--- src/sv/dfr_pkg.sv ---
// Shared types and constants for the dash frame receiver.
`default_nettype none
package dfr_pkg;

  localparam logic [7:0] HDR_FIRST  = 8'h5A;
  localparam logic [7:0] HDR_SECOND = 8'hA5;
  localparam logic [7:0] CMD_STATUS = 8'h64;
  localparam logic [7:0] CMD_HALL   = 8'h65;

  localparam logic [7:0] THR_LOW  = 8'd40;
  localparam logic [7:0] THR_SPAN = 8'd157;
  localparam logic [7:0] BRK_LOW  = 8'd41;
  localparam logic [7:0] BRK_SPAN = 8'd140;

  localparam logic [7:0] MIN_HALL_LEN = 8'd3;
  localparam logic [2:0] INFO_LAST    = 3'd4;
  localparam logic [2:0] INFO_LEN     = 3'd0;
  localparam logic [2:0] INFO_CMD     = 3'd3;
  localparam logic [7:0] PAY_THR      = 8'd1;
  localparam logic [7:0] PAY_BRK      = 8'd2;

  // ceil(2^32 / span): floor(d * 2^16 / span) == (d * MUL) >> 16 for 8-bit d
  localparam logic [63:0] THR_MUL_FULL =
    ((64'd1 << 32) + 64'(THR_SPAN) - 64'd1) / 64'(THR_SPAN);
  localparam logic [63:0] BRK_MUL_FULL =
    ((64'd1 << 32) + 64'(BRK_SPAN) - 64'd1) / 64'(BRK_SPAN);
  localparam logic [24:0] THR_MUL = THR_MUL_FULL[24:0];
  localparam logic [24:0] BRK_MUL = BRK_MUL_FULL[24:0];

  localparam logic [1:0] ST_HALL   = 2'd0;
  localparam logic [1:0] ST_OTHER  = 2'd1;
  localparam logic [1:0] ST_BADSUM = 2'd2;

  typedef struct packed {
    logic [15:0] throttle_level;
    logic [15:0] brake_level;
    logic        brake_on;
  } dfr_level_t;

  typedef struct packed {
    logic [1:0]  frame_status;
    logic [7:0]  command_code;
    logic [7:0]  payload_length;
    logic [7:0]  raw_throttle;
    logic [7:0]  raw_brake;
    logic [15:0] throttle_level;
    logic [15:0] brake_level;
    logic        brake_on;
  } dfr_result_t;

endpackage
`default_nettype wire

--- src/sv/dfr_if.sv ---
// Valid/ready channel interfaces for received bytes and frame results.
`default_nettype none
interface dfr_in_if;
  logic       valid;
  logic       ready;
  logic [7:0] rx_byte;

  modport source (output valid, output rx_byte, input ready);
  modport sink (input valid, input rx_byte, output ready);
endinterface

interface dfr_out_if;
  logic        valid;
  logic        ready;
  logic [1:0]  frame_status;
  logic [7:0]  command_code;
  logic [7:0]  payload_length;
  logic [7:0]  raw_throttle;
  logic [7:0]  raw_brake;
  logic [15:0] throttle_level;
  logic [15:0] brake_level;
  logic        brake_on;

  modport source (
    output valid, output frame_status, output command_code, output payload_length,
    output raw_throttle, output raw_brake, output throttle_level, output brake_level,
    output brake_on, input ready
  );
  modport sink (
    input valid, input frame_status, input command_code, input payload_length,
    input raw_throttle, input raw_brake, input throttle_level, input brake_level,
    input brake_on, output ready
  );
endinterface
`default_nettype wire

--- src/sv/dfr_scale.sv ---
// Hall level scaling: deadzone, reciprocal multiply to Q0.16, saturation.
`default_nettype none
module dfr_scale (
  input  wire logic [7:0]          raw_throttle,
  input  wire logic [7:0]          raw_brake,
  output dfr_pkg::dfr_level_t      level
);

  logic [7:0]  thr_d;
  logic [7:0]  brk_d;
  logic [32:0] thr_prod;
  logic [32:0] brk_prod;
  logic [16:0] thr_q;
  logic [16:0] brk_q;
  logic        thr_act;
  logic        brk_act;

  assign thr_act  = raw_throttle > dfr_pkg::THR_LOW;
  assign brk_act  = raw_brake > dfr_pkg::BRK_LOW;
  assign thr_d    = raw_throttle - dfr_pkg::THR_LOW;
  assign brk_d    = raw_brake - dfr_pkg::BRK_LOW;
  assign thr_prod = 33'(thr_d) * 33'(dfr_pkg::THR_MUL);
  assign brk_prod = 33'(brk_d) * 33'(dfr_pkg::BRK_MUL);
  assign thr_q    = thr_prod[32:16];
  assign brk_q    = brk_prod[32:16];

  always_comb begin
    level.throttle_level = 16'h0000;
    level.brake_level    = 16'h0000;
    level.brake_on       = brk_act;
    if (thr_act) begin
      level.throttle_level = thr_q[16] ? 16'hFFFF : thr_q[15:0];
    end
    if (brk_act) begin
      level.brake_level = brk_q[16] ? 16'hFFFF : brk_q[15:0];
    end
  end

endmodule
`default_nettype wire

--- src/sv/dfr_parser.sv ---
// Frame parser: header hunt, info/payload capture, running sum, checksum and decode hold.
`default_nettype none
module dfr_parser (
  input  wire logic                 clk,
  input  wire logic                 rst_n,
  input  wire logic                 step,
  input  wire logic [7:0]           rx_byte,
  input  wire dfr_pkg::dfr_level_t  level,
  output logic [7:0]                cap_throttle,
  output logic [7:0]                cap_brake,
  output logic                      last_byte,
  output dfr_pkg::dfr_result_t      result
);

  typedef enum logic [2:0] {
    PH_HUNT1   = 3'd0,
    PH_HUNT2   = 3'd1,
    PH_INFO    = 3'd2,
    PH_PAYLOAD = 3'd3,
    PH_CHECK   = 3'd4
  } phase_t;

  phase_t      phase_r, phase_nxt;
  logic [2:0]  info_cnt_r, info_cnt_nxt;
  logic [7:0]  len_r, len_nxt;
  logic [7:0]  cmd_r, cmd_nxt;
  logic [7:0]  pay_cnt_r, pay_cnt_nxt;
  logic [15:0] sum_r, sum_nxt;
  logic [7:0]  chk_lo_r, chk_lo_nxt;
  logic        chk_cnt_r, chk_cnt_nxt;
  logic [7:0]  cap_thr_r, cap_thr_nxt;
  logic [7:0]  cap_brk_r, cap_brk_nxt;
  logic [7:0]  dec_thr_r, dec_thr_nxt;
  logic [7:0]  dec_brk_r, dec_brk_nxt;
  logic [15:0] thr_hold_r, thr_hold_nxt;
  logic [15:0] brk_hold_r, brk_hold_nxt;
  logic        brk_flag_r, brk_flag_nxt;

  logic [15:0] sum_add;
  logic [15:0] received;
  logic        sum_ok;
  logic        hall_cmd;
  logic [1:0]  status;
  logic [8:0]  pay_next;

  assign sum_add   = sum_r + 16'(rx_byte);
  assign received  = {rx_byte, chk_lo_r};
  assign sum_ok    = received == ~sum_r;
  assign hall_cmd  = (cmd_r == dfr_pkg::CMD_STATUS) || (cmd_r == dfr_pkg::CMD_HALL);
  assign pay_next  = {1'b0, pay_cnt_r} + 9'd1;
  assign last_byte = (phase_r == PH_CHECK) && chk_cnt_r;

  assign cap_throttle = cap_thr_r;
  assign cap_brake    = cap_brk_r;

  always_comb begin
    phase_nxt    = phase_r;
    info_cnt_nxt = info_cnt_r;
    len_nxt      = len_r;
    cmd_nxt      = cmd_r;
    pay_cnt_nxt  = pay_cnt_r;
    sum_nxt      = sum_r;
    chk_lo_nxt   = chk_lo_r;
    chk_cnt_nxt  = chk_cnt_r;
    cap_thr_nxt  = cap_thr_r;
    cap_brk_nxt  = cap_brk_r;
    dec_thr_nxt  = dec_thr_r;
    dec_brk_nxt  = dec_brk_r;
    thr_hold_nxt = thr_hold_r;
    brk_hold_nxt = brk_hold_r;
    brk_flag_nxt = brk_flag_r;
    status       = dfr_pkg::ST_BADSUM;
    unique case (phase_r)
      PH_HUNT2: begin
        if (rx_byte == dfr_pkg::HDR_SECOND) begin
          phase_nxt    = PH_INFO;
          info_cnt_nxt = 3'd0;
          sum_nxt      = 16'h0000;
        end else if (rx_byte != dfr_pkg::HDR_FIRST) begin
          phase_nxt = PH_HUNT1;
        end
      end
      PH_INFO: begin
        sum_nxt = sum_add;
        if (info_cnt_r == dfr_pkg::INFO_LEN) begin
          len_nxt = rx_byte;
        end else if (info_cnt_r == dfr_pkg::INFO_CMD) begin
          cmd_nxt = rx_byte;
        end
        info_cnt_nxt = info_cnt_r + 3'd1;
        if (info_cnt_r >= dfr_pkg::INFO_LAST) begin
          info_cnt_nxt = 3'd0;
          pay_cnt_nxt  = 8'd0;
          chk_cnt_nxt  = 1'b0;
          phase_nxt    = (len_r != 8'd0) ? PH_PAYLOAD : PH_CHECK;
        end
      end
      PH_PAYLOAD: begin
        sum_nxt = sum_add;
        if (pay_cnt_r == dfr_pkg::PAY_THR) begin
          cap_thr_nxt = rx_byte;
        end else if (pay_cnt_r == dfr_pkg::PAY_BRK) begin
          cap_brk_nxt = rx_byte;
        end
        pay_cnt_nxt = pay_next[7:0];
        if (pay_next >= {1'b0, len_r}) begin
          chk_cnt_nxt = 1'b0;
          phase_nxt   = PH_CHECK;
        end
      end
      PH_CHECK: begin
        if (!chk_cnt_r) begin
          chk_lo_nxt  = rx_byte;
          chk_cnt_nxt = 1'b1;
        end else begin
          chk_cnt_nxt = 1'b0;
          phase_nxt   = PH_HUNT1;
          if (sum_ok) begin
            if (hall_cmd) begin
              status = dfr_pkg::ST_HALL;
              if (len_r >= dfr_pkg::MIN_HALL_LEN) begin
                dec_thr_nxt  = cap_thr_r;
                dec_brk_nxt  = cap_brk_r;
                thr_hold_nxt = level.throttle_level;
                brk_hold_nxt = level.brake_level;
                brk_flag_nxt = level.brake_on;
              end
            end else begin
              status = dfr_pkg::ST_OTHER;
            end
          end
        end
      end
      default: begin
        phase_nxt = (rx_byte == dfr_pkg::HDR_FIRST) ? PH_HUNT2 : PH_HUNT1;
      end
    endcase
  end

  always_comb begin
    result.frame_status   = status;
    result.command_code   = cmd_r;
    result.payload_length = len_r;
    result.raw_throttle   = dec_thr_nxt;
    result.raw_brake      = dec_brk_nxt;
    result.throttle_level = thr_hold_nxt;
    result.brake_level    = brk_hold_nxt;
    result.brake_on       = brk_flag_nxt;
  end

  always_ff @(posedge clk) begin
    if (!rst_n) begin
      phase_r    <= PH_HUNT1;
      info_cnt_r <= 3'd0;
      len_r      <= 8'd0;
      cmd_r      <= 8'd0;
      pay_cnt_r  <= 8'd0;
      sum_r      <= 16'h0000;
      chk_lo_r   <= 8'd0;
      chk_cnt_r  <= 1'b0;
      cap_thr_r  <= 8'd0;
      cap_brk_r  <= 8'd0;
      dec_thr_r  <= 8'd0;
      dec_brk_r  <= 8'd0;
      thr_hold_r <= 16'h0000;
      brk_hold_r <= 16'h0000;
      brk_flag_r <= 1'b0;
    end else if (step) begin
      phase_r    <= phase_nxt;
      info_cnt_r <= info_cnt_nxt;
      len_r      <= len_nxt;
      cmd_r      <= cmd_nxt;
      pay_cnt_r  <= pay_cnt_nxt;
      sum_r      <= sum_nxt;
      chk_lo_r   <= chk_lo_nxt;
      chk_cnt_r  <= chk_cnt_nxt;
      cap_thr_r  <= cap_thr_nxt;
      cap_brk_r  <= cap_brk_nxt;
      dec_thr_r  <= dec_thr_nxt;
      dec_brk_r  <= dec_brk_nxt;
      thr_hold_r <= thr_hold_nxt;
      brk_hold_r <= brk_hold_nxt;
      brk_flag_r <= brk_flag_nxt;
    end
  end

endmodule
`default_nettype wire

--- src/sv/dash_frame_receiver.sv ---
// Dash frame receiver top level: input register, parser, scaler, result register.
//
// in_ch carries one received byte per item (rx_byte). Bytes are hunted for the
// header 5A A5, then five info bytes, the payload and a little-endian 16-bit
// sum-complement checksum follow. out_ch carries one item per completed frame:
// status (hall/status command, other command, checksum error), command, length
// and the held throttle/brake decode (raw levels, Q0.16 levels, brake flag).
// Throughput: one byte per cycle, set by the single parser pass per byte, except
// while a frame end waits behind an untaken result. A result reaches out_ch via
// the input register, where the parser evaluates the last checksum byte, and then
// the result register, which is loaded when that byte advances.
// A stalled out_ch holds its item; bytes that finish no frame keep flowing, and
// only a second frame end waiting behind an untaken result holds the input.
// Reset (rst_n low, synchronous) returns the parser to the header hunt, clears
// the held decode values and empties both registers.
`default_nettype none
module dash_frame_receiver (
  input wire logic  clk,
  input wire logic  rst_n,
  dfr_in_if.sink    in_ch,
  dfr_out_if.source out_ch
);

  logic                  in_vld_r;
  logic [7:0]            in_byte_r;
  logic                  out_vld_r;
  dfr_pkg::dfr_result_t  out_res_r;
  logic                  advance;
  logic                  last_byte;
  logic [7:0]            cap_throttle;
  logic [7:0]            cap_brake;
  dfr_pkg::dfr_level_t   level;
  dfr_pkg::dfr_result_t  result;

  assign advance     = in_vld_r && (!last_byte || !out_vld_r || out_ch.ready);
  assign in_ch.ready = !in_vld_r || advance;

  always_ff @(posedge clk) begin
    if (!rst_n) begin
      in_vld_r <= 1'b0;
    end else if (in_ch.ready) begin
      in_vld_r <= in_ch.valid;
    end
  end

  always_ff @(posedge clk) begin
    if (in_ch.valid && in_ch.ready) begin
      in_byte_r <= in_ch.rx_byte;
    end
  end

  dfr_scale u_scale (
    .raw_throttle (cap_throttle),
    .raw_brake    (cap_brake),
    .level        (level)
  );

  dfr_parser u_parser (
    .clk          (clk),
    .rst_n        (rst_n),
    .step         (advance),
    .rx_byte      (in_byte_r),
    .level        (level),
    .cap_throttle (cap_throttle),
    .cap_brake    (cap_brake),
    .last_byte    (last_byte),
    .result       (result)
  );

  always_ff @(posedge clk) begin
    if (!rst_n) begin
      out_vld_r <= 1'b0;
    end else if (advance && last_byte) begin
      out_vld_r <= 1'b1;
    end else if (out_ch.ready) begin
      out_vld_r <= 1'b0;
    end
  end

  always_ff @(posedge clk) begin
    if (advance && last_byte) begin
      out_res_r <= result;
    end
  end

  assign out_ch.valid          = out_vld_r;
  assign out_ch.frame_status   = out_res_r.frame_status;
  assign out_ch.command_code   = out_res_r.command_code;
  assign out_ch.payload_length = out_res_r.payload_length;
  assign out_ch.raw_throttle   = out_res_r.raw_throttle;
  assign out_ch.raw_brake      = out_res_r.raw_brake;
  assign out_ch.throttle_level = out_res_r.throttle_level;
  assign out_ch.brake_level    = out_res_r.brake_level;
  assign out_ch.brake_on       = out_res_r.brake_on;

  a_frame_end_emits: assert property (@(posedge clk) disable iff (!rst_n)
    advance && last_byte |=> out_vld_r)
    else $error("frame end did not load a result");

  a_no_overwrite: assert property (@(posedge clk) disable iff (!rst_n)
    out_vld_r && !out_ch.ready |=> $stable(out_res_r))
    else $error("waiting result overwritten");

  a_brake_off_zero: assert property (@(posedge clk) disable iff (!rst_n)
    out_vld_r |-> (out_res_r.brake_on || (out_res_r.brake_level == 16'h0000)))
    else $error("brake level without brake flag");

  a_thr_deadzone: assert property (@(posedge clk) disable iff (!rst_n)
    out_vld_r && (out_res_r.raw_throttle <= dfr_pkg::THR_LOW)
      |-> (out_res_r.throttle_level == 16'h0000))
    else $error("throttle level inside deadzone");

endmodule
`default_nettype wire

--- src/flat_wrapper.sv ---
// flat-port wrapper written by rule: the top's interface ports become plain ports
module dash_frame_receiver_flat 
  (clk, rst_n, in_ch_valid, in_ch_rx_byte, in_ch_ready, out_ch_valid, out_ch_frame_status, out_ch_command_code, out_ch_payload_length, out_ch_raw_throttle, out_ch_raw_brake, out_ch_throttle_level, out_ch_brake_level, out_ch_brake_on, out_ch_ready);
  dfr_in_if in_ch_i ();
  dfr_out_if out_ch_i ();
  input wire logic clk;
  input wire logic rst_n;
  input wire logic [$bits(in_ch_i.valid)-1:0] in_ch_valid;
  input wire logic [$bits(in_ch_i.rx_byte)-1:0] in_ch_rx_byte;
  output wire logic [$bits(in_ch_i.ready)-1:0] in_ch_ready;
  output wire logic [$bits(out_ch_i.valid)-1:0] out_ch_valid;
  output wire logic [$bits(out_ch_i.frame_status)-1:0] out_ch_frame_status;
  output wire logic [$bits(out_ch_i.command_code)-1:0] out_ch_command_code;
  output wire logic [$bits(out_ch_i.payload_length)-1:0] out_ch_payload_length;
  output wire logic [$bits(out_ch_i.raw_throttle)-1:0] out_ch_raw_throttle;
  output wire logic [$bits(out_ch_i.raw_brake)-1:0] out_ch_raw_brake;
  output wire logic [$bits(out_ch_i.throttle_level)-1:0] out_ch_throttle_level;
  output wire logic [$bits(out_ch_i.brake_level)-1:0] out_ch_brake_level;
  output wire logic [$bits(out_ch_i.brake_on)-1:0] out_ch_brake_on;
  input wire logic [$bits(out_ch_i.ready)-1:0] out_ch_ready;
  assign in_ch_i.valid = in_ch_valid;
  assign in_ch_i.rx_byte = in_ch_rx_byte;
  assign in_ch_ready = in_ch_i.ready;
  assign out_ch_valid = out_ch_i.valid;
  assign out_ch_frame_status = out_ch_i.frame_status;
  assign out_ch_command_code = out_ch_i.command_code;
  assign out_ch_payload_length = out_ch_i.payload_length;
  assign out_ch_raw_throttle = out_ch_i.raw_throttle;
  assign out_ch_raw_brake = out_ch_i.raw_brake;
  assign out_ch_throttle_level = out_ch_i.throttle_level;
  assign out_ch_brake_level = out_ch_i.brake_level;
  assign out_ch_brake_on = out_ch_i.brake_on;
  assign out_ch_i.ready = out_ch_ready;
  dash_frame_receiver u_core (.clk(clk), .rst_n(rst_n), .in_ch(in_ch_i), .out_ch(out_ch_i));
endmodule
--- config.mk ---
export PLATFORM = sky130hd
export DESIGN_NAME = dash_frame_receiver_flat
export DESIGN_NICKNAME = d
export VERILOG_FILES = /design/src/sv/dfr_pkg.sv /design/src/sv/dfr_if.sv /design/src/sv/dfr_scale.sv /design/src/sv/dfr_parser.sv /design/src/sv/dash_frame_receiver.sv /design/src/flat_wrapper.sv
export SDC_FILE = /design/constraint.sdc
export NUM_CORES = 1
export LEC_CHECK = 0
export BUFFER_PORTS_ARGS = -buffer_cell sky130_fd_sc_hd__clkbuf_2
export CAP_MARGIN = 40
export CORE_AREA = 4 4 159 161
export CTS_CLUSTER_DIAMETER = 200
export DETAILED_ROUTE_END_ITERATION = 7
export DIE_AREA = 0 0 163 165
export PLACE_DENSITY_LB_ADDON = 0.3
export SETUP_SLACK_MARGIN = 0.3
export SKIP_LAST_GASP = 1
export SLEW_MARGIN = 20
export SYNTH_ARGS = -nofsm -noshare
export SYNTH_HDL_FRONTEND = slang
export SYNTH_SLANG_ARGS = --single-unit
export TNS_END_PERCENT = 20
--- constraint.sdc ---
create_clock -name clk -period 8.3 [get_ports clk]
set_clock_uncertainty 0.05 [all_clocks]
set_input_delay 1.66 -clock clk [delete_from_list [all_inputs] [get_ports clk]]
set_output_delay 1.66 -clock clk [all_outputs]
set_load 0.05 [all_outputs]
==> impl_metrics.prom, run 1 <==
# TYPE chip_impl_metric gauge
chip_impl_metric{name="globalplace.congestion",unit=""} 0.917
chip_impl_metric{name="floorplan.die_area",unit="sq um"} 26900
chip_impl_metric{name="fp.dieW",unit="um"} 163
chip_impl_info{name="layout.cells.most_common",value="nor2_1"} 1
chip_impl_info{name="tritoncts_clock_tree",value="yes"} 1
chip_impl_metric{name="netlist_instances",unit=""} 1421
chip_impl_metric{name="dp_hpwl",unit="mm"} 22.0
chip_impl_metric{name="max-clock-path-buffers",unit=""} 2
chip_impl_metric{name="groute.layer.met2.usage",unit="%"} 37.7
chip_impl_info{name="capturing_point_of_the_worst_reg2reg_path",value="u_core.out_ch.brake_level[9]"} 1
chip_impl_info{name="worstSetupPathType",value="reg2reg"} 1
chip_impl_metric{name="grt_max_degree",unit=""} 86
chip_impl_metric{name="antenna_left",unit=""} 0
chip_impl_metric{name="num_vias",unit=""} 10000
chip_impl_metric{name="drt_iter0_drc",unit=""} 587
chip_impl_metric{name="final.period_utilization",unit="%"} 77.7
chip_impl_metric{name="syn_area_per_cell",unit="sq um"} 9.12
chip_impl_metric{name="globalRouteMet3Util",unit="%"} 2.99
chip_impl_metric{name="ioPinCount",unit=""} 81
chip_impl_metric{name="vias_in_the_first_global_route",unit=""} 9593
chip_impl_metric{name="grt_overflow_total",unit=""} 0
chip_impl_metric{name="total_of_warnings_raised_by_yosys",unit=""} 0
chip_impl_metric{name="postSynthRegisterBits",unit=""} 197
chip_impl_info{name="yosys_most_used_dff",value="dfxtp_1"} 1
chip_impl_metric{name="cts_inserted_buffers",unit=""} 17
chip_impl_info{name="top_usage_layer",value="met2"} 1
chip_impl_metric{name="post_layout_nets",unit=""} 1675
chip_impl_metric{name="synthDistinctLibCells",unit=""} 71
chip_impl_metric{name="post-cts-setup-buffers",unit=""} 0
chip_impl_metric{name="syn_to_final_growth",unit="%"} 10.1
chip_impl_info{name="worst_setup_path_start_kind",value="flop"} 1
chip_impl_metric{name="post_cts_resize_count",unit=""} 0
chip_impl_metric{name="postSynthNetCount",unit=""} 1621
chip_impl_metric{name="peakVddDrop",unit="mV"} 0.129
chip_impl_metric{name="required",unit="ps"} 8510
chip_impl_metric{name="insertion_delay",unit="ps"} 440
chip_impl_metric{name="rrSetupSlack",unit="ps"} 1850
chip_impl_metric{name="syn-cell-area",unit="sq um"} 13000
chip_impl_metric{name="clkTransAtPathRegs",unit="ps"} 80
chip_impl_metric{name="placementRows",unit=""} 57
chip_impl_info{name="end_kind",value="flop"} 1
chip_impl_metric{name="drc",unit=""} 0
chip_impl_info{name="final_cell_mix",value="nor2_1, ha_1, inv_1, nand2_1, dfxtp_1"} 1
chip_impl_metric{name="cts_htree_levels",unit=""} 4
chip_impl_metric{name="synth_seq_area_share",unit="%"} 36.2
chip_impl_info{name="run_status",value="complete, no violations"} 1
chip_impl_metric{name="async_reset_ff_share",unit="%"} 0
chip_impl_metric{name="dieHeight",unit="um"} 165
chip_impl_metric{name="insertedDiodeCount",unit=""} 0
chip_impl_metric{name="initial_core_util",unit="%"} 54.1
chip_impl_metric{name="arrival",unit="ps"} 6660
chip_impl_metric{name="fin_worst_hold_slack",unit="ps"} 405
chip_impl_metric{name="setup_tns",unit="ps"} 0
chip_impl_metric{name="route.final.wire_length",unit="mm"} 29.3
chip_impl_metric{name="detailedRoute.firstPassIterationCount",unit=""} 5
chip_impl_metric{name="peak_fanout_along_the_critical_path",unit=""} 18
chip_impl_metric{name="routedWlPerCell",unit="um"} 16.2
chip_impl_metric{name="cts_hold_buf",unit=""} 0
chip_impl_metric{name="maxCapViolCount",unit=""} 0
chip_impl_metric{name="port_buffers",unit=""} 80
chip_impl_info{name="unrepaired_setup_endpoints_after_global_routing",value="no"} 1
chip_impl_metric{name="leakagePower",unit="uW"} 0.00624
chip_impl_metric{name="drt-vias-per-instance",unit=""} 5.53
chip_impl_metric{name="max_slew_margin",unit="%"} 43.8
chip_impl_info{name="cts_root_buffer",value="clkbuf_16"} 1
chip_impl_metric{name="drive_above_1_share",unit="%"} 9.74
chip_impl_metric{name="grt.met1_usage",unit="%"} 29.8
chip_impl_metric{name="finalSetupViolations",unit=""} 0
chip_impl_info{name="crit-reg2reg-launch",value="u_core.u_parser.cap_brake[0]"} 1
chip_impl_metric{name="synth_enable_flop_cells",unit=""} 75
chip_impl_info{name="hold-path-endpoint",value="u_core.u_parser.brk_hold_r[1]"} 1
chip_impl_metric{name="reg2regPathDepth",unit=""} 21
chip_impl_metric{name="timing.final.crit_period",unit="ps"} 6450
chip_impl_metric{name="finalMaxSlewViolations",unit=""} 0
chip_impl_metric{name="final_hold_viol_count",unit=""} 0
chip_impl_metric{name="grt.total_usage",unit="%"} 22.2
chip_impl_info{name="worstHoldStart",value="u_core.u_parser.brk_hold_r[1]"} 1
chip_impl_metric{name="power.density",unit="nW/um^2"} 134
chip_impl_metric{name="min_path_cells",unit=""} 2
chip_impl_metric{name="clkSinkCount",unit=""} 197
chip_impl_metric{name="tightestPinTransition",unit="ps"} 838
chip_impl_metric{name="grt_pass1_wl",unit="mm"} 48.0
chip_impl_metric{name="antenna_found_initial",unit=""} 0
chip_impl_metric{name="fp.coreArea",unit="sq um"} 24000
chip_impl_metric{name="timing.fmax",unit="MHz"} 155
chip_impl_info{name="holdCritPathClass",value="reg2reg"} 1
cell usage after synthesis (all sizes together) (5+ instances only):
master / n / area [sq um]
a211oi: 11 / 82.6
a21o: 16 / 120
a21oi: 68 / 344
a22oi: 15 / 113
and2: 7 / 43.8
and3: 6 / 37.5
buf: 5 / 43.8
clkbuf: 49 / 185
dfxtp: 122 / 2440
edfxtp: 75 / 2250
fa: 44 / 881
ha: 144 / 1800
inv: 142 / 533
mux2i: 36 / 360
nand2: 141 / 529
nand2b: 12 / 75.1
nand3: 27 / 135
nand4: 18 / 113
nor2: 170 / 638
nor2b: 11 / 68.8
nor3: 36 / 180
nor4: 6 / 43.8
o211ai: 24 / 180
o21a: 7 / 52.6
o21ai: 76 / 384
o21bai: 5 / 37.5
or2: 7 / 43.8
or3: 9 / 56.3
xnor2: 43 / 403
xor2: 38 / 333
worst max path at each step:
stage                                 endpoint                            start
6_report          u_core.out_ch.brake_level[9]     u_core.u_parser.cap_brake[0]
3_3_place_gp      u_core.out_ch.brake_level[9]     u_core.u_parser.cap_brake[0]
5_1_grt        u_core.out_ch.throttle_level[4]  u_core.u_parser.cap_throttle[3]
4_1_cts           u_core.out_ch.brake_level[9]     u_core.u_parser.cap_brake[0]
2_1_floorplan    u_core.out_ch.brake_level[14]     u_core.u_parser.cap_brake[0]
3_5_place_dp      u_core.out_ch.brake_level[9]     u_core.u_parser.cap_brake[0]
per-layer routing:
layer  part of all wire [%]  vias to the layer above
li1                       -                     4985
met1                     46                     4717
met2                     48                      265
met3                    4.5                       49
met4                    1.8                        0
met5                      0                        -
metrics by stage:
stage	instance area, sq um	util, %	cells	worst slack [ps]	power [uW]
floorplan	13000	-	1421	2360	1090
global route	14300	59.5	1812	1300	1980
CTS	14200	59.3	1810	1840	1930
global placement	13600	56.7	1776	2000	1110
detailed placement	13600	56.9	1778	1900	1120
finish	14300	59.5	1812	1850	1920
power by group:
group          leakage, uW  switching, uW  internal, uW
Sequential         0.00164           19.0          1010
Combinational      0.00433           44.8          24.7
Clock             0.000272            419           403
sequential cells by signal, indices dropped and copies added (netlist names), 2 cells and up:
signal / cells
u_core.in_byte_r: 8
u_core.out_ch.brake_level: 16
u_core.out_ch.command_code: 8
u_core.out_ch.frame_status: 2
u_core.out_ch.payload_length: 8
u_core.out_ch.raw_brake: 8
u_core.out_ch.raw_throttle: 8
u_core.out_ch.throttle_level: 16
u_core.u_parser.brk_hold_r: 16
u_core.u_parser.cap_brake: 8
u_core.u_parser.cap_throttle: 8
u_core.u_parser.chk_lo_r: 8
u_core.u_parser.cmd_r: 8
u_core.u_parser.dec_brk_r: 8
u_core.u_parser.dec_thr_r: 8
u_core.u_parser.info_cnt_r: 3
u_core.u_parser.len_r: 8
u_core.u_parser.pay_cnt_r: 8
u_core.u_parser.phase_r: 3
u_core.u_parser.sum_r: 16
u_core.u_parser.thr_hold_r: 16
cells by family after synthesis:
family	Yosys count	synth area share [%]
flops	197	36.2
mux	36	2.78
simple gates	464	16.1
fa+ha+maj	188	20.7
compound gates	259	12.7
buf+inv	196	5.88
xor+xnor	81	5.67
worst max-delay path, cell delays in order (launching register included):
cell and delay, ps:
dfxtp_1 670, inv_1 180, ha_1 300, nand2b_1 110, nand2_1 70, xor2_1 320, inv_1 110, fa_1 540
inv_1 40, ha_1 300, fa_1 540, inv_1 50, fa_1 520, inv_1 40, ha_1 430, nand4_1 280
or4b_4 580, a31oi_4 200, o21ai_2 120, xnor2_4 460, nor2_1 160, o31ai_1 210
layout make-up:
class	instances	area [sq um]
fillers	2090	9690
multi-input cells	1028	7530
flip-flops and latches	197	4690
inverters	142	533
repair buffers	89	520
clock buffers	17	425
well taps	324	405
clock inverters	15	164
(Power assumes the default switching activity.)
==> run 2, diff against run 1 <==
- clock period: 8.3 -> 6.7 ns (I/O delays scaled with it)
==> impl_metrics.prom, run 2 (synthesis results as in run 1) <==
# TYPE chip_impl_metric gauge
chip_impl_metric{name="num_vias",unit=""} 10100
chip_impl_metric{name="leakagePower",unit="uW"} 0.00631
chip_impl_metric{name="post_layout_nets",unit=""} 1682
chip_impl_metric{name="drt_iter0_drc",unit=""} 530
chip_impl_metric{name="antenna_left",unit=""} 0
chip_impl_metric{name="insertedDiodeCount",unit=""} 0
chip_impl_metric{name="placementRows",unit=""} 57
chip_impl_info{name="unrepaired_setup_endpoints_after_global_routing",value="yes"} 1
chip_impl_info{name="cts_root_buffer",value="clkbuf_16"} 1
chip_impl_metric{name="arrival",unit="ps"} 6130
chip_impl_metric{name="fp.coreArea",unit="sq um"} 24000
chip_impl_metric{name="drt-vias-per-instance",unit=""} 5.54
chip_impl_metric{name="drc",unit=""} 0
chip_impl_metric{name="insertion_delay",unit="ps"} 440
chip_impl_metric{name="port_buffers",unit=""} 80
chip_impl_metric{name="path_buf_inv",unit=""} 5
chip_impl_metric{name="multiInputGateArea",unit="sq um"} 7570
chip_impl_metric{name="grt_overflow_total",unit=""} 0
chip_impl_metric{name="detailedRoute.firstPassIterationCount",unit=""} 5
chip_impl_info{name="end_kind",value="flop"} 1
chip_impl_metric{name="dp_hpwl",unit="mm"} 22.1
chip_impl_metric{name="ioPinCount",unit=""} 81
chip_impl_metric{name="antenna_found_initial",unit=""} 0
chip_impl_metric{name="delay_of_the_slowest_cell_on_the_worst_path",unit="ps"} 550
chip_impl_info{name="worst_setup_path_start_kind",value="flop"} 1
chip_impl_metric{name="maxCapViolCount",unit=""} 0
chip_impl_metric{name="finalSetupViolations",unit=""} 0
chip_impl_metric{name="grt_max_degree",unit=""} 63
chip_impl_metric{name="route.final.wire_length",unit="mm"} 28.8
chip_impl_metric{name="final_hold_viol_count",unit=""} 0
chip_impl_metric{name="initial_core_util",unit="%"} 54.1
chip_impl_metric{name="timing.final.crit_period",unit="ps"} 6010
chip_impl_metric{name="cts_htree_levels",unit=""} 4
chip_impl_metric{name="dieHeight",unit="um"} 165
chip_impl_info{name="worstSetupPathType",value="reg2reg"} 1
chip_impl_metric{name="peak_fanout_along_the_critical_path",unit=""} 7
chip_impl_metric{name="layout.area.seq",unit="sq um"} 4700
chip_impl_metric{name="cts_inserted_buffers",unit=""} 17
chip_impl_info{name="run_status",value="complete, no violations"} 1
chip_impl_metric{name="routedWlPerCell",unit="um"} 15.8
chip_impl_metric{name="finalMaxSlewViolations",unit=""} 0
chip_impl_metric{name="setup_tns",unit="ps"} 0
chip_impl_metric{name="clkSinkCount",unit=""} 197
chip_impl_metric{name="total_power",unit="uW"} 2390
chip_impl_metric{name="final.period_utilization",unit="%"} 89.7
chip_impl_metric{name="fin_worst_hold_slack",unit="ps"} 399
chip_impl_metric{name="floorplan.die_area",unit="sq um"} 26900
chip_impl_metric{name="fp.dieW",unit="um"} 163
chip_impl_metric{name="grt.total_usage",unit="%"} 21.7
chip_impl_metric{name="peakVddDrop",unit="mV"} 0.188
chip_impl_info{name="critical-path-slowest-cell",value="fa_1"} 1
chip_impl_metric{name="vias_in_the_first_global_route",unit=""} 9556
chip_impl_metric{name="grt_pass1_wl",unit="mm"} 47.4
chip_impl_metric{name="max-clock-path-buffers",unit=""} 2
chip_impl_info{name="crit_path_cell_trace",value="inv_1, ha_1, inv_1, a21oi_1, xnor2_2, nor2b_2, nor2_1, inv_1, fa_1, fa_1, fa_1, inv_1, ha_1, a2111oi_0, inv_1, o31a_1, o21a_1, o41a_1, a21o_1, a21oi_1, xor2_1, o211ai_1"} 1
chip_impl_info{name="final_cell_mix",value="nor2_1, ha_1, inv_1, nand2_1, dfxtp_1"} 1
chip_impl_metric{name="fillerInstances",unit=""} 2131
chip_impl_metric{name="tightestPinTransition",unit="ps"} 864
chip_impl_info{name="holdCritPathClass",value="reg2reg"} 1
chip_impl_metric{name="syn_to_final_growth",unit="%"} 10.8
chip_impl_metric{name="max_slew_margin",unit="%"} 41.6
chip_impl_metric{name="clkTransAtPathRegs",unit="ps"} 90
chip_impl_metric{name="required",unit="ps"} 6820
chip_impl_info{name="tritoncts_clock_tree",value="yes"} 1
chip_impl_info{name="path_common_cell",value="inv_1"} 1
chip_impl_metric{name="power.density",unit="nW/um^2"} 166
chip_impl_info{name="layout.cells.most_common",value="nor2_1"} 1
chip_impl_info{name="cp_top_family",value="adder cells"} 1
chip_impl_metric{name="drive_above_1_share",unit="%"} 10.6
chip_impl_metric{name="globalplace.congestion",unit=""} 0.950
chip_impl_metric{name="timing.fmax",unit="MHz"} 166
==> run 2: cell types whose count changed in the layout (fill, tap and decap cells not counted), moves of 2 or more <==
cell / before / now
xnor2_2: 1 / 3
buf_4: 6 / 13
xnor2_1: 41 / 39
inv_8: 0 / 4
inv_6: 5 / 3
clkinvlp_4: 4 / 0
==> run 2: per-layer routing <==
layer	global-route usage [%]	share of wire [%]
met1	29.6	46
met2	36.9	48
met3	2.62	4.1
met4	5.91	1.7
met5	0	0
==> run 2: final timing paths <==
| check | from | depth (start not counted) | end | slack (ps) |
|---|---|---|---|---|
| worst max-delay path | u_core.u_parser.cap_throttle[3] | 22 | u_core.out_ch.throttle_level[7] | 690 |
| worst min-delay path | u_core.u_parser.brk_hold_r[2] | 2 | u_core.u_parser.brk_hold_r[2] | 400 |
| worst max register to register | u_core.u_parser.cap_throttle[3] | 22 | u_core.out_ch.throttle_level[7] | 690 |
| worst min register to register | u_core.u_parser.brk_hold_r[2] | 2 | u_core.u_parser.brk_hold_r[2] | 400 |
==> run 2: power by group <==
part	internal (uW)	switching (uW)	total (uW)	leakage, uW
sequential	1250	23.0	1270	0.00164
clock	507	527	1030	0.000294
combinational	30.6	54.9	85.5	0.00438
==> run 2: stage by stage <==
stage          cell area, sq um  cells  utilization, %  worst slack (ps)
6_report                  14400   1819            60.0               693
5_1_grt                   14400   1819            60.0               276
4_1_cts                   14300   1816            59.6               314
3_5_place_dp              13700   1784            57.1               413
3_3_place_gp              13600   1781            56.9               588
2_1_floorplan             13000   1421               -               757
==> run 2: repair_timing <==
item                       in CTS  in global routing
setup endpoints to repair       0                 57
resized for setup               0                  9
hold buffers                    0                  0
buffers inserted                0                  3
==> run 2: layout make-up <==
cell class	count	share of cell area, %
clock buffers	17	2.96
multi-input cells	1028	52.7
well taps	324	2.82
inverters	142	3.71
clock inverters	15	1.22
flip-flops and latches	197	32.7
repair buffers	96	3.94
==> run 2: worst reg2reg max path, stage by stage (launching register included) <==
cell,delay [ps]
dfxtp_2,370
inv_1,210
ha_1,320
inv_1,120
a21oi_1,240
xnor2_2,200
nor2b_2,140
nor2_1,170
inv_1,110
fa_1,520
fa_1,530
fa_1,550
inv_1,40
ha_1,240
a2111oi_0,310
inv_1,80
o31a_1,280
o21a_1,140
o41a_1,350
a21o_1,220
a21oi_1,180
xor2_1,260
o211ai_1,110
